$ cat src/base64_custom_alphabet_encoder_unit_defines.svh
// ---------------------------------------------------------------------------
// Assertion macros shared by the Base64 encoder RTL.
// ---------------------------------------------------------------------------
`ifndef BASE64_CUSTOM_ALPHABET_ENCODER_UNIT_DEFINES_SVH
`define BASE64_CUSTOM_ALPHABET_ENCODER_UNIT_DEFINES_SVH

// Same-cycle implication, checked outside reset.
`define B64E_ASSERT_NOW(lbl, clk, rstn, ante, cons) \
    lbl: assert property (@(posedge clk) disable iff (!rstn) (ante) |-> (cons)) \
        else $error("b64e check failed: same-cycle implication");

// Next-cycle implication, checked outside reset.
`define B64E_ASSERT_NEXT(lbl, clk, rstn, ante, cons) \
    lbl: assert property (@(posedge clk) disable iff (!rstn) (ante) |=> (cons)) \
        else $error("b64e check failed: next-cycle implication");

`endif

$ cat src/b64e_pkg.sv
// ---------------------------------------------------------------------------
// b64e_pkg
// Types, phase codes and the alphabet lookup of the Base64 encoder.
// ---------------------------------------------------------------------------
package b64e_pkg;

    // Position of a byte within its three-byte group.
    localparam logic [1:0] PHASE_0 = 2'd0;
    localparam logic [1:0] PHASE_1 = 2'd1;
    localparam logic [1:0] PHASE_2 = 2'd2;
    localparam logic [1:0] PHASE_3 = 2'd3;

    // The 64-character alphabet; character 0 sits in the top byte.
    localparam logic [8*64-1:0] ALPHABET =
        "WydiArlEV4OMvkDmXpCwj3xa1GIeo9nqHYbT+URcFt8Lf7K25JB/PSQ0ZhzsN6ug";

    // One accepted word together with the group state it saw.
    typedef struct packed {
        logic [1:0] phase;
        logic [5:0] leftover;
        logic [7:0] data;
        logic       last;
    } stage_t;

    // The one or two characters that a word produces.
    typedef struct packed {
        logic [7:0] sym0;
        logic [7:0] sym1;
        logic       last1;
        logic       two;
    } pair_t;

    // Maps a 6-bit group to the ASCII code of its character.
    function automatic logic [7:0] alpha_char(input logic [5:0] idx);
        logic [8:0] base;
        base = {~idx, 3'b000};
        return ALPHABET[base +: 8];
    endfunction

endpackage

$ cat src/b64e_split.sv
// ---------------------------------------------------------------------------
// b64e_split
// Splits one registered word into its 6-bit groups and maps them to
// characters.
// ---------------------------------------------------------------------------
module b64e_split (
    input  b64e_pkg::stage_t stage,
    output b64e_pkg::pair_t  pair
);

    logic [5:0] idx0;
    logic [5:0] idx1;

    // Select the bits of each character from the group phase.
    always_comb begin
        unique case (stage.phase)
            b64e_pkg::PHASE_1: begin
                idx0 = stage.leftover | {2'b00, stage.data[7:4]};
                idx1 = {stage.data[3:0], 2'b00};
            end
            b64e_pkg::PHASE_2: begin
                idx0 = stage.leftover | {4'b0000, stage.data[7:6]};
                idx1 = stage.data[5:0];
            end
            b64e_pkg::PHASE_0, b64e_pkg::PHASE_3: begin
                idx0 = stage.data[7:2];
                idx1 = {stage.data[1:0], 4'b0000};
            end
            default: begin
                idx0 = stage.data[7:2];
                idx1 = {stage.data[1:0], 4'b0000};
            end
        endcase
    end

    // The third byte and a last byte give two characters; any other byte gives one.
    assign pair.sym0  = b64e_pkg::alpha_char(idx0);
    assign pair.sym1  = b64e_pkg::alpha_char(idx1);
    assign pair.last1 = stage.last;
    assign pair.two   = stage.last || (stage.phase == b64e_pkg::PHASE_2);

endmodule

$ cat src/base64_custom_alphabet_encoder_unit.sv
// ---------------------------------------------------------------------------
// base64_custom_alphabet_encoder_unit: Base64 encoder, fixed alphabet, no pad.
// First character passes the input register, then the output register.
// Throughput: one word per cycle, less under m_ready stalls or two-char words.
// Reset: synchronous active-low aresetn empties both stages, clears the phase.
// ---------------------------------------------------------------------------
`include "base64_custom_alphabet_encoder_unit_defines.svh"

module base64_custom_alphabet_encoder_unit (
    input  logic       aclk,
    input  logic       aresetn,
    input  logic       s_valid,
    output logic       s_ready,
    input  logic [7:0] s_data_byte,
    input  logic       s_is_last,
    output logic       m_valid,
    input  logic       m_ready,
    output logic [7:0] m_symbol,
    output logic       m_last_symbol
);

    logic [1:0]       phase_reg;
    logic [1:0]       phase_next;
    logic [5:0]       leftover_reg;
    logic [5:0]       leftover_next;
    logic             in_valid_reg;
    b64e_pkg::stage_t in_reg;
    b64e_pkg::pair_t  pair;
    logic             out_valid_reg;
    logic [7:0]       out_sym_reg;
    logic             out_last_reg;
    logic             pend_valid_reg;
    logic [7:0]       pend_sym_reg;
    logic             pend_last_reg;
    logic             out_free;
    logic             load_out;
    logic             s_take;

    // Handshake: the output stage frees when its last character leaves.
    assign out_free = !out_valid_reg || (m_ready && !pend_valid_reg);
    assign load_out = in_valid_reg && out_free;
    assign s_ready  = !in_valid_reg || load_out;
    assign s_take   = s_valid && s_ready;

    // Group state after the word being accepted.
    always_comb begin
        unique case (phase_reg)
            b64e_pkg::PHASE_1: begin
                phase_next    = b64e_pkg::PHASE_2;
                leftover_next = {s_data_byte[3:0], 2'b00};
            end
            b64e_pkg::PHASE_2: begin
                phase_next    = b64e_pkg::PHASE_0;
                leftover_next = 6'd0;
            end
            b64e_pkg::PHASE_0, b64e_pkg::PHASE_3: begin
                phase_next    = b64e_pkg::PHASE_1;
                leftover_next = {s_data_byte[1:0], 4'b0000};
            end
            default: begin
                phase_next    = b64e_pkg::PHASE_1;
                leftover_next = {s_data_byte[1:0], 4'b0000};
            end
        endcase
        if (s_is_last) begin
            phase_next    = b64e_pkg::PHASE_0;
            leftover_next = 6'd0;
        end
    end

    // Group state and input register.
    always_ff @(posedge aclk) begin
        if (!aresetn) begin
            phase_reg    <= b64e_pkg::PHASE_0;
            leftover_reg <= 6'd0;
            in_valid_reg <= 1'b0;
        end else begin
            if (s_take) begin
                phase_reg      <= phase_next;
                leftover_reg   <= leftover_next;
                in_valid_reg   <= 1'b1;
                in_reg.phase    <= phase_reg;
                in_reg.leftover <= leftover_reg;
                in_reg.data     <= s_data_byte;
                in_reg.last     <= s_is_last;
            end else if (load_out) begin
                in_valid_reg <= 1'b0;
            end
        end
    end

    b64e_split u_split (
        .stage (in_reg),
        .pair  (pair)
    );

    // Output register with one pending character behind it.
    always_ff @(posedge aclk) begin
        if (!aresetn) begin
            out_valid_reg  <= 1'b0;
            pend_valid_reg <= 1'b0;
        end else begin
            if (load_out) begin
                out_valid_reg  <= 1'b1;
                out_sym_reg    <= pair.sym0;
                out_last_reg   <= 1'b0;
                pend_valid_reg <= pair.two;
                pend_sym_reg   <= pair.sym1;
                pend_last_reg  <= pair.last1;
            end else if (out_valid_reg && m_ready) begin
                if (pend_valid_reg) begin
                    out_sym_reg    <= pend_sym_reg;
                    out_last_reg   <= pend_last_reg;
                    pend_valid_reg <= 1'b0;
                end else begin
                    out_valid_reg <= 1'b0;
                end
            end
        end
    end

    assign m_valid       = out_valid_reg;
    assign m_symbol      = out_sym_reg;
    assign m_last_symbol = out_last_reg;

    // A pending character always sits behind a valid output.
    `B64E_ASSERT_NOW(a_pend_behind_out, aclk, aresetn, pend_valid_reg, out_valid_reg)
    // The final character of a message is never followed by a pending one.
    `B64E_ASSERT_NOW(a_last_alone, aclk, aresetn, m_valid && m_last_symbol, !pend_valid_reg)
    // Popping the first of two characters leaves the second on the port.
    `B64E_ASSERT_NEXT(a_pend_moves, aclk, aresetn,
        out_valid_reg && m_ready && pend_valid_reg, out_valid_reg)
    // A last word returns the group state to its start.
    `B64E_ASSERT_NEXT(a_last_resets_group, aclk, aresetn, s_take && s_is_last,
        (phase_reg == b64e_pkg::PHASE_0) && (leftover_reg == 6'd0))

endmodule
$ cat config.mk
export PLATFORM = sky130hd
export DESIGN_NAME = base64_custom_alphabet_encoder_unit
export DESIGN_NICKNAME = d
export VERILOG_FILES = /design/src/b64e_pkg.sv /design/src/b64e_split.sv /design/src/base64_custom_alphabet_encoder_unit.sv
export VERILOG_INCLUDE_DIRS = /design/src /design/src/src
export SDC_FILE = /design/constraint.sdc
export NUM_CORES = 1
export LEC_CHECK = 0
export BUFFER_PORTS_ARGS = -buffer_cell sky130_fd_sc_hd__buf_4
export CAP_MARGIN = 5
export CORE_ASPECT_RATIO = 0.6
export CORE_MARGIN = 5
export CORE_UTILIZATION = 30
export CTS_CLUSTER_SIZE = 16
export DETAILED_ROUTE_END_ITERATION = 12
export GPL_TIMING_DRIVEN = 0
export PLACE_DENSITY = 0.53
export SLEW_MARGIN = 20
export SYNTH_ARGS = -nofsm -noshare
export SYNTH_HDL_FRONTEND = slang
export SYNTH_SLANG_ARGS = --single-unit
$ cat constraint.sdc
create_clock -name aclk -period 6.65 [get_ports aclk]
set_clock_uncertainty 0.05 [all_clocks]
set_input_delay 1.995 -clock aclk [delete_from_list [all_inputs] [get_ports aclk]]
set_output_delay 1.995 -clock aclk [all_outputs]
set_load 0.01 [all_outputs]
==> impl_table.tex <==
\begin{tabular}{lr}
\hline
Metric & Value \\
\hline
\multicolumn{2}{l}{\textbf{Synth}} \\
\quad Unique masters post-synth & 75 \\
\quad Number of instances in the synthesized netlist & 417 \\
\quad Mapped Nets & 452 \\
\quad Synth top area cells & edfxtp\_1 26\%, ha\_1 7.6\%, a21oi\_1 5.8\% \\
\quad Fraction of the yosys area taken by sequential cells & 0.308 \\
\quad Post-synthesis average cell area & 8.64 um2 \\
\quad Warning count from the yosys run & 0 \\
\quad Most area-hungry cell type in the Yosys netlist & edfxtp\_1 \\
\quad Post-synth EDFFs & 31 \\
\quad Ys async rst share & 0 \\
\quad Synthesis-stage register bit count & 40 \\
\quad Most instantiated flip-flop cell in the synthesis netlist & edfxtp\_1 \\
\quad Proportion of netlist area held by the largest area contributor & 0.258 \\
\quad Mapped cell area & 3600 um2 \\
\multicolumn{2}{l}{\textbf{Detailed routing}} \\
\quad DR WL/cell & 18.5 um \\
\quad DRC Markers & 0 \\
\quad Via count & 3641 \\
\quad Initial DRC count & 536 \\
\quad Final ANT Viol Nets & 0 \\
\quad Total Wirelength & 11300 um \\
\quad Initial DRT Pass Iterations & 5 \\
\quad Via-per-instance ratio & 5.95 \\
\multicolumn{2}{l}{\textbf{Clock network}} \\
\quad Register clock-pin slew on the reported worst setup and hold paths & 60 ps \\
\quad CTS Hold Bufs & 0 \\
\quad TritonCTS clock tree & done \\
\quad Clock root buffer master & clkbuf\_16 \\
\quad Number of buffers created by CTS & 5 \\
\quad Count of clock tree sinks & 40 \\
\quad Number of buffers added for setup after CTS & 0 \\
\quad Longest Clk Path Bufs & 2 \\
\quad H-Tree Depth & 2 \\
\quad Clock insertion delay at the later pin of the skew report & 280 ps \\
\quad Total of cells resized after clock tree synthesis & 0 \\
\multicolumn{2}{l}{\textbf{Worst setup path}} \\
\quad Worst-path maximum fanout & 5 \\
\quad Crit end category & output port \\
\quad CP Data Arrival Time & 2630 ps \\
\quad Data required, critical path & 4610 ps \\
\quad Worst Setup Path Type & input port to output port \\
\quad Critical path startpoint category & input port \\
\multicolumn{2}{l}{\textbf{Place}} \\
\quad Routability-driven placement congestion ratio & 1.00 \\
\quad Half-perimeter wire length after detailed placement & 8500 um \\
\quad Port bufs & 22 \\
\multicolumn{2}{l}{\textbf{Global route}} \\
\quad Number of global-route vias before repair & 3303 \\
\quad Total GRT Usage & 0.162 \\
\quad Wire length of the first global-routing pass & 18200 um \\
\quad Maximum number of pins on one net before global-route repair & 16 \\
\quad Global route total overflow & 0 \\
\quad Initial antenna violation count & 0 \\
\multicolumn{2}{l}{\textbf{Power}} \\
\quad Reported leakage power & 1.48 nW \\
\quad Psw & 259 uW \\
\quad Maximum ir drop on the vdd rail & 0.000102 V \\
\quad Power density relative to cell area & 190 nW/um2 \\
\quad Power share of the sequential group & 0.368 \\
\quad Switching fraction of total power & 0.328 \\
\quad Combinational share of power & 0.293 \\
\quad Clock Power Share & 0.340 \\
\quad Internal cell power & 531 uW \\
\multicolumn{2}{l}{\textbf{Floorplan}} \\
\quad Floorplan die width & 151 um \\
\quad Standard-cell row count & 31 \\
\quad Core area & 11900 um2 \\
\quad Die Area & 14400 um2 \\
\quad Die height & 94.9 um \\
\quad Number of top-level pins & 24 \\
\quad Starting utilization of the core area & 0.303 \\
\multicolumn{2}{l}{\textbf{Finish}} \\
\quad Most common cell after layout, fill and taps aside & a21oi\_1 \\
\quad Max reg flops & 15 \\
\quad Number of antenna repair diodes & 0 \\
\quad Layout-stage area growth over the synthesis result & 15.1\% \\
\quad Net count of the finished layout & 481 \\
\quad Fill cell instance count of the final layout & 1218 \\
\quad Fraction of layout cells with a size suffix above 1 & 0.174 \\
\quad Highest-count cells in the layout ignoring fill and taps & 42 x a21oi\_1, 41 x nand2\_1, 35 x nor2\_1, 31 x edfxtp\_1, 23 x buf\_4 \\
\quad Post-Route Utilization & 0.348 \\
\multicolumn{2}{l}{\textbf{STA}} \\
\quad Final TNS setup & 0 ps \\
\quad Portion of the clock cycle consumed by the worst path in the final layout & 0.704 \\
\quad Transition time at the pin with the least slew margin & 1020 ps \\
\quad Setup repair after global routing missed its margin & no \\
\quad Fin crit period & 4680 ps \\
\quad Count of endpoints failing hold in the final timing report & 0 \\
\quad Final Setup Violations & 0 \\
\quad Min Hold Slack & 384 ps \\
\quad Highest clock frequency the design can meet & 0.214 GHz \\
\quad Max\_slew headroom & 0.316 \\
\quad Pins Over Slew Limit & 0 \\
\multicolumn{2}{l}{\textbf{Outcome}} \\
\quad Status & completed \\
\multicolumn{2}{l}{\textbf{Run}} \\
\quad Number of max-cap violations & 0 \\
\multicolumn{2}{l}{\textbf{Hold path}} \\
\quad Type of the most critical hold path & flop to flop \\
\hline
\end{tabular}
-- kinds of logic after synthesis --
group	count (synthesis)	synth area share
adder cells (fa/ha/maj)	22	0.0764
multiplexers	12	0.0458
other	1	0.00104
flip-flops	40	0.308
AO/OA/AOI/OAI	159	0.320
buffers and inverters	50	0.0716
AND/OR/NAND/NOR	130	0.170
XOR/XNOR	3	0.00730
-- cells in the mapped netlist, types with 7 or more instances --
cell / instances
nand3_1: 13
ha_1: 22
clkbuf_1: 12
nor3_1: 11
a31oi_1: 7
edfxtp_1: 31
nor2_1: 36
a211oi_1: 9
o21ai_1: 9
dfxtp_1: 9
o21ai_0: 15
nand2_1: 41
a21oi_1: 42
a221oi_1: 9
inv_1: 14
buf_2: 14
o211ai_1: 8
-- power groups by stage --
stage	logic (mW)	registers [mW]	clock network (mW)
finish	0.231	0.290	0.268
global route	0.250	0.292	0.284
CTS	0.224	0.290	0.274
detailed placement	0.223	0.296	0
global placement	0.225	0.296	0
floorplan	0.161	0.294	0
-- worst max-delay path, stage by stage --
cell      delay, ps
buf_4           120
nand2b_1        160
nand3_1         160
buf_4           190
-- cell type report --
cell class	instances	area, um2	area share
well taps	165	206	0.0498
flip-flops and latches	40	1110	0.268
multi-input cells	327	2240	0.540
clock inverters	2	15.0	0.00362
inverters	16	60.1	0.0145
clock buffers	6	150	0.0362
plain buffers	34	198	0.0477
repair buffers	22	165	0.0398
-- stage by stage --
step / total power [mW] / cells / worst slack (ps) / instance area, um2
2_1_floorplan: 0.456 / 417 / 2330 / 3600
3_5_place_dp: 0.519 / 604 / 2000 / 3980
6_report: 0.789 / 612 / 1970 / 4150
5_1_grt: 0.826 / 612 / 1910 / 4150
3_3_place_gp: 0.521 / 604 / 2000 / 3970
4_1_cts: 0.789 / 612 / 1990 / 4140
-- metal layers --
layer,vias up,wire (um),GRT usage
li1,1671,-,-
met1,1684,5400,0.267
met2,270,4160,0.195
met3,16,1640,0.0475
met4,0,116,0.0354
met5,-,0,0
-- worst paths after layout --
kind                                     start                    end  slack, ps  depth (start not counted)
setup / recovery                       m_ready                s_ready       1970                          4
hold / removal    leftover_reg[3]$_SDFFE_PN0P_   in_reg[12]$_DFFE_PP_        380                          0
setup reg to reg          in_reg[16]$_DFFE_PP_  m_symbol[0]$_DFFE_PP_       2900                         10
hold reg to reg   leftover_reg[3]$_SDFFE_PN0P_   in_reg[12]$_DFFE_PP_        380                          0
(Power assumes the default switching activity.)
